[src/u8nl_pkg.sv]
// Shared types and constants for the UTF-8 validator with newline normalization.
`default_nettype none
package u8nl_pkg;

  localparam int QUEUE_DEPTH_DEFAULT = 4;

  localparam logic [1:0] ERR_NONE     = 2'd0;
  localparam logic [1:0] ERR_BAD_BYTE = 2'd1;
  localparam logic [1:0] ERR_RANGE    = 2'd2;
  localparam logic [1:0] ERR_TRUNC    = 2'd3;

  localparam logic [7:0]  CHAR_CR = 8'h0D;
  localparam logic [7:0]  CHAR_LF = 8'h0A;

  localparam logic [20:0] CP_MAX  = 21'h10FFFF;
  localparam logic [20:0] SURR_LO = 21'h00D800;
  localparam logic [20:0] SURR_HI = 21'h00DFFF;

  localparam logic [16:0] MIN_CP2 = 17'h00080;
  localparam logic [16:0] MIN_CP3 = 17'h00800;
  localparam logic [16:0] MIN_CP4 = 17'h10000;

  typedef enum logic [2:0] {
    CLS_ASCII,
    CLS_CONT,
    CLS_LEAD2,
    CLS_LEAD3,
    CLS_LEAD4,
    CLS_BAD
  } byte_class_t;

  typedef struct packed {
    logic [7:0] data_byte;
    logic       stream_end;
  } in_item_t;

  typedef struct packed {
    logic [7:0] out_byte;
    logic       keep;
    logic [1:0] error_kind;
    logic       end_flag;
  } out_item_t;

  typedef struct packed {
    logic [7:0]  data_byte;
    logic        stream_end;
    byte_class_t cls;
    logic        raw;
  } q_entry_t;

  typedef struct packed {
    logic full;
    logic empty;
  } q_status_t;

endpackage
`default_nettype wire

[src/utf8_validate_newline_normalize.sv]
// Top level of the strict UTF-8 validator with CR/LF normalization.
// One result per input byte, one byte per clock sustained while out_stall
// stays low. A byte's result is held in the queue and then registered in
// the output register; the per-byte decode step in the back end sets that rate.
// A queue of QUEUE_DEPTH entries sits between classification and decode so
// the input keeps taking bytes for a while after the output stalls. The
// error code is sticky until the byte flagged stream_end; that byte clears
// all stream state. cfg_data sets the raw mode register; write it only while idle.
`default_nettype none
module utf8_validate_newline_normalize
  import u8nl_pkg::*;
#(
  parameter int QUEUE_DEPTH = QUEUE_DEPTH_DEFAULT
) (
  input  wire logic     clk,
  input  wire logic     rst,
  input  wire logic     in_valid,
  output logic          in_stall,
  input  wire in_item_t in_data,
  output logic          out_valid,
  input  wire logic     out_stall,
  output out_item_t     out_data,
  input  wire logic     cfg_valid,
  output logic          cfg_ready,
  input  wire logic     cfg_data
);

  q_status_t q_stat;
  q_entry_t  push_entry;
  q_entry_t  head;
  logic      push;
  logic      pop;

  u8nl_front u_front (
    .clk        (clk),
    .rst        (rst),
    .in_valid   (in_valid),
    .in_stall   (in_stall),
    .in_data    (in_data),
    .cfg_valid  (cfg_valid),
    .cfg_ready  (cfg_ready),
    .cfg_data   (cfg_data),
    .q_stat     (q_stat),
    .push       (push),
    .push_entry (push_entry)
  );

  u8nl_queue #(
    .DEPTH (QUEUE_DEPTH)
  ) u_queue (
    .clk        (clk),
    .rst        (rst),
    .push       (push),
    .push_entry (push_entry),
    .pop        (pop),
    .head       (head),
    .q_stat     (q_stat)
  );

  u8nl_back u_back (
    .clk       (clk),
    .rst       (rst),
    .head      (head),
    .q_stat    (q_stat),
    .pop       (pop),
    .out_valid (out_valid),
    .out_stall (out_stall),
    .out_data  (out_data)
  );

  a_queue_sane: assert property (@(posedge clk) disable iff (rst)
    !(q_stat.full && q_stat.empty))
    else $error("queue full and empty at once");

  a_trunc_at_end: assert property (@(posedge clk) disable iff (rst)
    out_valid && out_data.error_kind == ERR_TRUNC |-> out_data.end_flag)
    else $error("truncation reported before end of stream");

  a_drop_is_lf: assert property (@(posedge clk) disable iff (rst)
    out_valid && !out_data.keep |-> out_data.out_byte == CHAR_LF)
    else $error("dropped byte is not LF");

  a_pop_loads_out: assert property (@(posedge clk) disable iff (rst)
    pop |=> out_valid)
    else $error("decoded transfer lost at output register");

endmodule
`default_nettype wire

[src/u8nl_front.sv]
// Front end: input transfer, byte classification and the raw mode register.
`default_nettype none
module u8nl_front
  import u8nl_pkg::*;
(
  input  wire logic      clk,
  input  wire logic      rst,
  input  wire logic      in_valid,
  output logic           in_stall,
  input  wire in_item_t  in_data,
  input  wire logic      cfg_valid,
  output logic           cfg_ready,
  input  wire logic      cfg_data,
  input  wire q_status_t q_stat,
  output logic           push,
  output q_entry_t       push_entry
);

  logic raw;

  function automatic byte_class_t classify(input logic [7:0] c);
    byte_class_t k;
    priority if (c < 8'h80) begin
      k = CLS_ASCII;
    end else if (c < 8'hC0) begin
      k = CLS_CONT;
    end else if (c < 8'hC2) begin
      k = CLS_BAD;
    end else if (c < 8'hE0) begin
      k = CLS_LEAD2;
    end else if (c < 8'hF0) begin
      k = CLS_LEAD3;
    end else if (c < 8'hF5) begin
      k = CLS_LEAD4;
    end else begin
      k = CLS_BAD;
    end
    return k;
  endfunction

  assign cfg_ready = 1'b1;

  always_ff @(posedge clk) begin
    if (rst) begin
      raw <= 1'b0;
    end else if (cfg_valid) begin
      raw <= cfg_data;
    end
  end

  assign in_stall = q_stat.full;
  assign push     = in_valid && !q_stat.full;

  always_comb begin
    push_entry.data_byte  = in_data.data_byte;
    push_entry.stream_end = in_data.stream_end;
    push_entry.cls        = classify(in_data.data_byte);
    push_entry.raw        = raw;
  end

endmodule
`default_nettype wire

[src/u8nl_queue.sv]
// Short show-ahead queue between the front end and the decoder.
`default_nettype none
module u8nl_queue
  import u8nl_pkg::*;
#(
  parameter int DEPTH = QUEUE_DEPTH_DEFAULT
) (
  input  wire logic     clk,
  input  wire logic     rst,
  input  wire logic     push,
  input  wire q_entry_t push_entry,
  input  wire logic     pop,
  output q_entry_t      head,
  output q_status_t     q_stat
);

  localparam int PW = (DEPTH > 1) ? $clog2(DEPTH) : 1;
  localparam int CW = $clog2(DEPTH + 1);

  q_entry_t        slots [DEPTH];
  logic [PW-1:0]   wr_ptr;
  logic [PW-1:0]   rd_ptr;
  logic [CW-1:0]   count;

  function automatic logic [PW-1:0] bump(input logic [PW-1:0] p);
    return (p == PW'(DEPTH - 1)) ? '0 : p + PW'(1);
  endfunction

  assign q_stat.full  = (count == CW'(DEPTH));
  assign q_stat.empty = (count == '0);
  assign head         = slots[rd_ptr];

  always_ff @(posedge clk) begin
    if (push) begin
      slots[wr_ptr] <= push_entry;
    end
  end

  always_ff @(posedge clk) begin
    if (rst) begin
      wr_ptr <= '0;
      rd_ptr <= '0;
      count  <= '0;
    end else begin
      if (push) begin
        wr_ptr <= bump(wr_ptr);
      end
      if (pop) begin
        rd_ptr <= bump(rd_ptr);
      end
      if (push && !pop) begin
        count <= count + CW'(1);
      end else if (pop && !push) begin
        count <= count - CW'(1);
      end
    end
  end

endmodule
`default_nettype wire

[src/u8nl_back.sv]
// Back end: UTF-8 sequence tracking, CR/LF rewriting and the output register.
`default_nettype none
module u8nl_back
  import u8nl_pkg::*;
(
  input  wire logic      clk,
  input  wire logic      rst,
  input  wire q_entry_t  head,
  input  wire q_status_t q_stat,
  output logic           pop,
  output logic           out_valid,
  input  wire logic      out_stall,
  output out_item_t      out_data
);

  logic [1:0]  pend, pend_next;
  logic [20:0] acc, acc_next;
  logic [16:0] lb, lb_next;
  logic        after_cr, after_cr_next;
  logic [1:0]  err, err_next;
  logic [1:0]  new_err;
  out_item_t   result;

  assign pop = !q_stat.empty && (!out_valid || !out_stall);

  always_comb begin
    pend_next     = pend;
    acc_next      = acc;
    lb_next       = lb;
    after_cr_next = after_cr;
    new_err       = ERR_NONE;
    result.out_byte = head.data_byte;
    result.keep     = 1'b1;
    result.end_flag = head.stream_end;

    if (!head.raw) begin
      if (pend != 2'd0) begin
        if (head.cls != CLS_CONT) begin
          new_err   = ERR_BAD_BYTE;
          pend_next = 2'd0;
          acc_next  = '0;
          lb_next   = '0;
        end else begin
          acc_next  = {acc[14:0], head.data_byte[5:0]};
          pend_next = pend - 2'd1;
          if (pend_next == 2'd0 &&
              (acc_next < {4'd0, lb} || acc_next > CP_MAX ||
               (acc_next >= SURR_LO && acc_next <= SURR_HI))) begin
            new_err = ERR_RANGE;
          end
        end
      end else begin
        unique case (head.cls)
          CLS_ASCII: begin
          end
          CLS_LEAD2: begin
            pend_next = 2'd1;
            acc_next  = {16'd0, head.data_byte[4:0]};
            lb_next   = MIN_CP2;
          end
          CLS_LEAD3: begin
            pend_next = 2'd2;
            acc_next  = {17'd0, head.data_byte[3:0]};
            lb_next   = MIN_CP3;
          end
          CLS_LEAD4: begin
            pend_next = 2'd3;
            acc_next  = {18'd0, head.data_byte[2:0]};
            lb_next   = MIN_CP4;
          end
          default: begin
            new_err = ERR_BAD_BYTE;
          end
        endcase
      end

      if (head.data_byte == CHAR_CR) begin
        result.out_byte = CHAR_LF;
        after_cr_next   = 1'b1;
      end else if (head.data_byte == CHAR_LF && after_cr) begin
        result.keep   = 1'b0;
        after_cr_next = 1'b0;
      end else begin
        after_cr_next = 1'b0;
      end

      if (head.stream_end && pend_next != 2'd0 && new_err == ERR_NONE) begin
        new_err = ERR_TRUNC;
      end
    end

    // first error wins
    err_next = (err != ERR_NONE) ? err : new_err;
    result.error_kind = err_next;

    if (head.stream_end) begin
      pend_next     = 2'd0;
      acc_next      = '0;
      lb_next       = '0;
      after_cr_next = 1'b0;
      err_next      = ERR_NONE;
    end
  end

  always_ff @(posedge clk) begin
    if (rst) begin
      pend      <= 2'd0;
      acc       <= '0;
      lb        <= '0;
      after_cr  <= 1'b0;
      err       <= ERR_NONE;
      out_valid <= 1'b0;
    end else begin
      if (pop) begin
        pend      <= pend_next;
        acc       <= acc_next;
        lb        <= lb_next;
        after_cr  <= after_cr_next;
        err       <= err_next;
        out_valid <= 1'b1;
      end else if (!out_stall) begin
        out_valid <= 1'b0;
      end
    end
  end

  always_ff @(posedge clk) begin
    if (pop) begin
      out_data <= result;
    end
  end

endmodule
`default_nettype wire

[config.mk]
export PLATFORM = sky130hd
export DESIGN_NAME = utf8_validate_newline_normalize
export DESIGN_NICKNAME = d
export VERILOG_FILES = /design/src/u8nl_pkg.sv /design/src/utf8_validate_newline_normalize.sv /design/src/u8nl_front.sv /design/src/u8nl_queue.sv /design/src/u8nl_back.sv
export SDC_FILE = /design/constraint.sdc
export NUM_CORES = 1
export LEC_CHECK = 0
export BUFFER_PORTS_ARGS = -buffer_cell sky130_fd_sc_hd__buf_2
export CORE_ASPECT_RATIO = 0.6
export CORE_UTILIZATION = 60
export CTS_CLUSTER_DIAMETER = 120
export CTS_CLUSTER_SIZE = 14
export DETAILED_ROUTE_END_ITERATION = 6
export PLACE_DENSITY = 0.79
export RECOVER_POWER = 50
export SLEW_MARGIN = 20
export SYNTH_ARGS = -nofsm -noshare
export SYNTH_HDL_FRONTEND = slang
export SYNTH_SLANG_ARGS = --single-unit
[constraint.sdc]
create_clock -name clk -period 3.8 [get_ports clk]
set_input_delay 0.76 -clock clk [delete_from_list [all_inputs] [get_ports clk]]
set_output_delay 0.76 -clock clk [all_outputs]
set_load 0.02 [all_outputs]
==> results.md <==
- CTS Buffer Depth: 2
- Congestion Overflow GR: 0
- Storage cell area: 2600 µm²
- Complex-gate fraction of the synthesized area: 7.78%
- H-tree depth: 3
- Fin. max-slew vios: 0
- Critical Path RT: 4.03 ns
- Worst hold path type: reg -> reg
- Post_cts resized: 0
- ANT cells: 0
- Final number of setup-violating endpoints: 0
- Layout Utilization: 69.0%
- Final #Nets: 368
- Wire length of the first global-routing pass: 12.6 mm
- Drt via density: 5.98
- Critical Path Fanout Max: 16
- Routed wire per std cell: 18.5 µm
- Worst setup EP type: flip-flop
- Number of enable flip-flop cells after synthesis: 64
- CTS tree: done
- DRT Wirelength: 8.04 mm
- Multi-input logic area: 1470 µm²
- Die X: 110 µm
- F_max: 331 MHz
- Cell Rows: 23
- Sequential share of the synthesized area: 62.2%
- Hold buffers post-CTS: 0
- Setup Fix Bufs, Post-CTS: 0
- Yosys warnings: 0
- Fillcell total: 497
- DR vias: 2595
- DP Wirelength: 5.59 mm
- Worst slew margin: 3.84%
- Power per cell area: 746 nW/µm²
- Synth cell types: 58
- Syn Nets: 339
- Root Buffer: clkbuf_16
- Worst hold slack: 0.461 ns
- Max_cap viols: 0
- Startpoint class of the critical path: flip-flop
- Setup CP Type: reg -> reg
- Core Region: 6710 µm²
- Synth Area in Simple Gates: 13.7%
- Clk sink count: 98
- Number of global-route vias before repair: 2461
- Status: complete, no violations
- Largest net degree at the start of global routing: 34
- Clock latency on the worst-skew pair: 0.35 ns
- Worst EP arrival: 3.26 ns
- Placer congestion estimate: 0.868
- Static leakage: 1.60 nW
- Gate Count Post-Synth: 313
- 1st-iter DRT viols: 203
- Prevailing post-synth register cell: edfxtp_1
- Xor/xnor cell area share of the yosys netlist: 0.628%
- Area Growth Syn to Fin: 10.6%
- Worst vdd ir: 496 µV
- DRT Pass-1 Iters: 4
- Share of cells above drive strength 1: 11.2%
- Initial Utilization: 62.4%
- Die height: 66.7 µm
- Dpl ws: 0.765 ns
- Die Area: 7320 µm²
- Post-synthesis register bit count: 98
- Top Ports: 30
- Clock-pin slew on the worst setup and hold paths: 0.06 ns
- Worst setup margin: 0.775 ns
- Tcrit/Tclk final: 79.6%
- Setup_tns: 0 ns
- Post-synthesis mux area share: 9.45%
- Main combinational cell family by area after synthesis: simple AND/OR/NAND/NOR gates
- Post-Syn Area: 4180 µm²
- Synth Area in Adders: 3.47%
- Avg Synthesized Cell Area: 13.4 µm²
- Worst-Margin Slew: 1.44 ns
- I/O Buffers: 28
- Endpoints failing hold: 0
- RSZ-0062 raised after global routing: no
- Gr usage total: 24.4%
- Routed Antenna Nets: 0
- CTS Buf Count: 9
- Final min period: 3.02 ns
- Asr flop ratio synth: 0%
- Skew final: 0.00675 ns
- # DRC: 0
- Initial antenna violation count: 0
- Power Total: 3.45 mW
logic make-up after synthesis:
group / Yosys count
buf+inv: 24
simple gates: 103
flops: 98
other cells: 1
mux: 22
xor+xnor: 3
compound gates: 51
fa+ha+maj: 11
synthesized netlist by cell type (2+ instances only):
cell type,number,share of area (%)
a21o_1,2,0.36
a21oi_1,25,3.0
a22oi_1,3,0.54
a32oi_1,2,0.42
and2_1,7,1.0
buf_2,4,0.48
buf_6,2,0.54
clkbuf_1,5,0.45
dfxtp_1,34,16
edfxtp_1,64,46
ha_1,10,3.0
inv_1,11,0.99
mux2i_1,8,1.9
mux4_1,6,3.8
mux4_2,6,3.2
nand2_1,25,2.2
nand2b_1,3,0.45
nand3_1,12,1.4
nand4b_1,3,0.63
nor2_1,22,2.0
nor2b_1,4,0.60
nor3_1,6,0.72
nor3b_1,2,0.36
nor4b_1,3,0.63
o21ai_0,5,0.60
o21ai_1,2,0.24
o31ai_1,2,0.36
or3_1,2,0.30
or4_1,3,0.54
xor2_1,2,0.42
final cells by class:
| type | instances | share of cell area [%] |
|---|---|---|
| Multi-Input combinational cell | 191 | 31.7 |
| Clock inverter | 6 | 1.03 |
| Inverter | 11 | 0.892 |
| Tap cell | 87 | 2.35 |
| Sequential cell | 98 | 56.2 |
| Clock buffer | 10 | 4.95 |
| Timing Repair Buffer | 31 | 2.81 |
registers in the layout, summed over array words and instances (netlist names), 2 cells and up, named ones only:
| register | flops |
|---|---|
| u_back.acc | 15 |
| u_back.err | 2 |
| u_back.lb | 3 |
| u_back.out_data | 12 |
| u_back.pend | 2 |
| u_queue.count | 3 |
| u_queue.rd_ptr | 2 |
| u_queue.slots | 52 |
| u_queue.wr_ptr | 2 |
final timing paths:
kind	startpoint	to	slack, ns	cells past startpoint
worst min register to register	u_back.after_cr$_SDFFE_PP0P_	u_back.after_cr$_SDFFE_PP0P_	0.46	2
worst max-delay path	flip-flop	u_back.lb[7]$_SDFFE_PP0P_	0.78	7
worst max register to register	flip-flop	u_back.lb[7]$_SDFFE_PP0P_	0.78	7
worst min-delay path	u_back.after_cr$_SDFFE_PP0P_	u_back.after_cr$_SDFFE_PP0P_	0.46	2
critical path: stages (launching register included):
cell and delay (ns):
dfxtp_1 0.55, buf_4 0.26, mux4_2 0.63, and2b_1 0.27, nor3_1 0.24, or2_1 0.49
nor2_2 0.13, mux2_1 0.33
metrics by stage:
| stage | cell area, µm² | std cells |
|---|---|---|
| floorplan | 4180 | 313 |
| global placement | 4380 | 418 |
| detailed placement | 4380 | 418 |
| CTS | 4660 | 434 |
| global route | 4630 | 434 |
| finish | 4630 | 434 |
layout by cell type, fill, tap and decap left out, types with 4 or more instances in the layout:
master and instances:
buf_2 5, o21ai_0 5, clkbuf_16 9, a21oi_1 25, and2_1 7, nor2b_1 4, clkbuf_1 25, mux2i_1 8
ha_1 10, nor3_1 6, nand2_1 25, dfxtp_1 34, nor2_1 22, edfxtp_1 64, inv_1 11, nand3_1 12
mux4_1 6, mux4_2 6
per-layer routing:
layer | global-route usage [%] | share of wire (%) | up-vias
li1 | - | - | 1223
met1 | 34.5 | 49 | 1287
met2 | 36.2 | 44 | 81
met3 | 8.61 | 6.2 | 4
met4 | 6.00 | 0.90 | 0
met5 | 0 | 0 | -
power by group:
| part | switching [mW] | leakage (nW) | internal [mW] |
|---|---|---|---|
| Clock | 0.394 | 0.134 | 0.451 |
| Combinational | 0.738 | 0.601 | 0.413 |
| Sequential | 0.103 | 0.869 | 1.35 |
| Total | 1.24 | 1.60 | 2.22 |
Power figures use the tool's default switching activity.
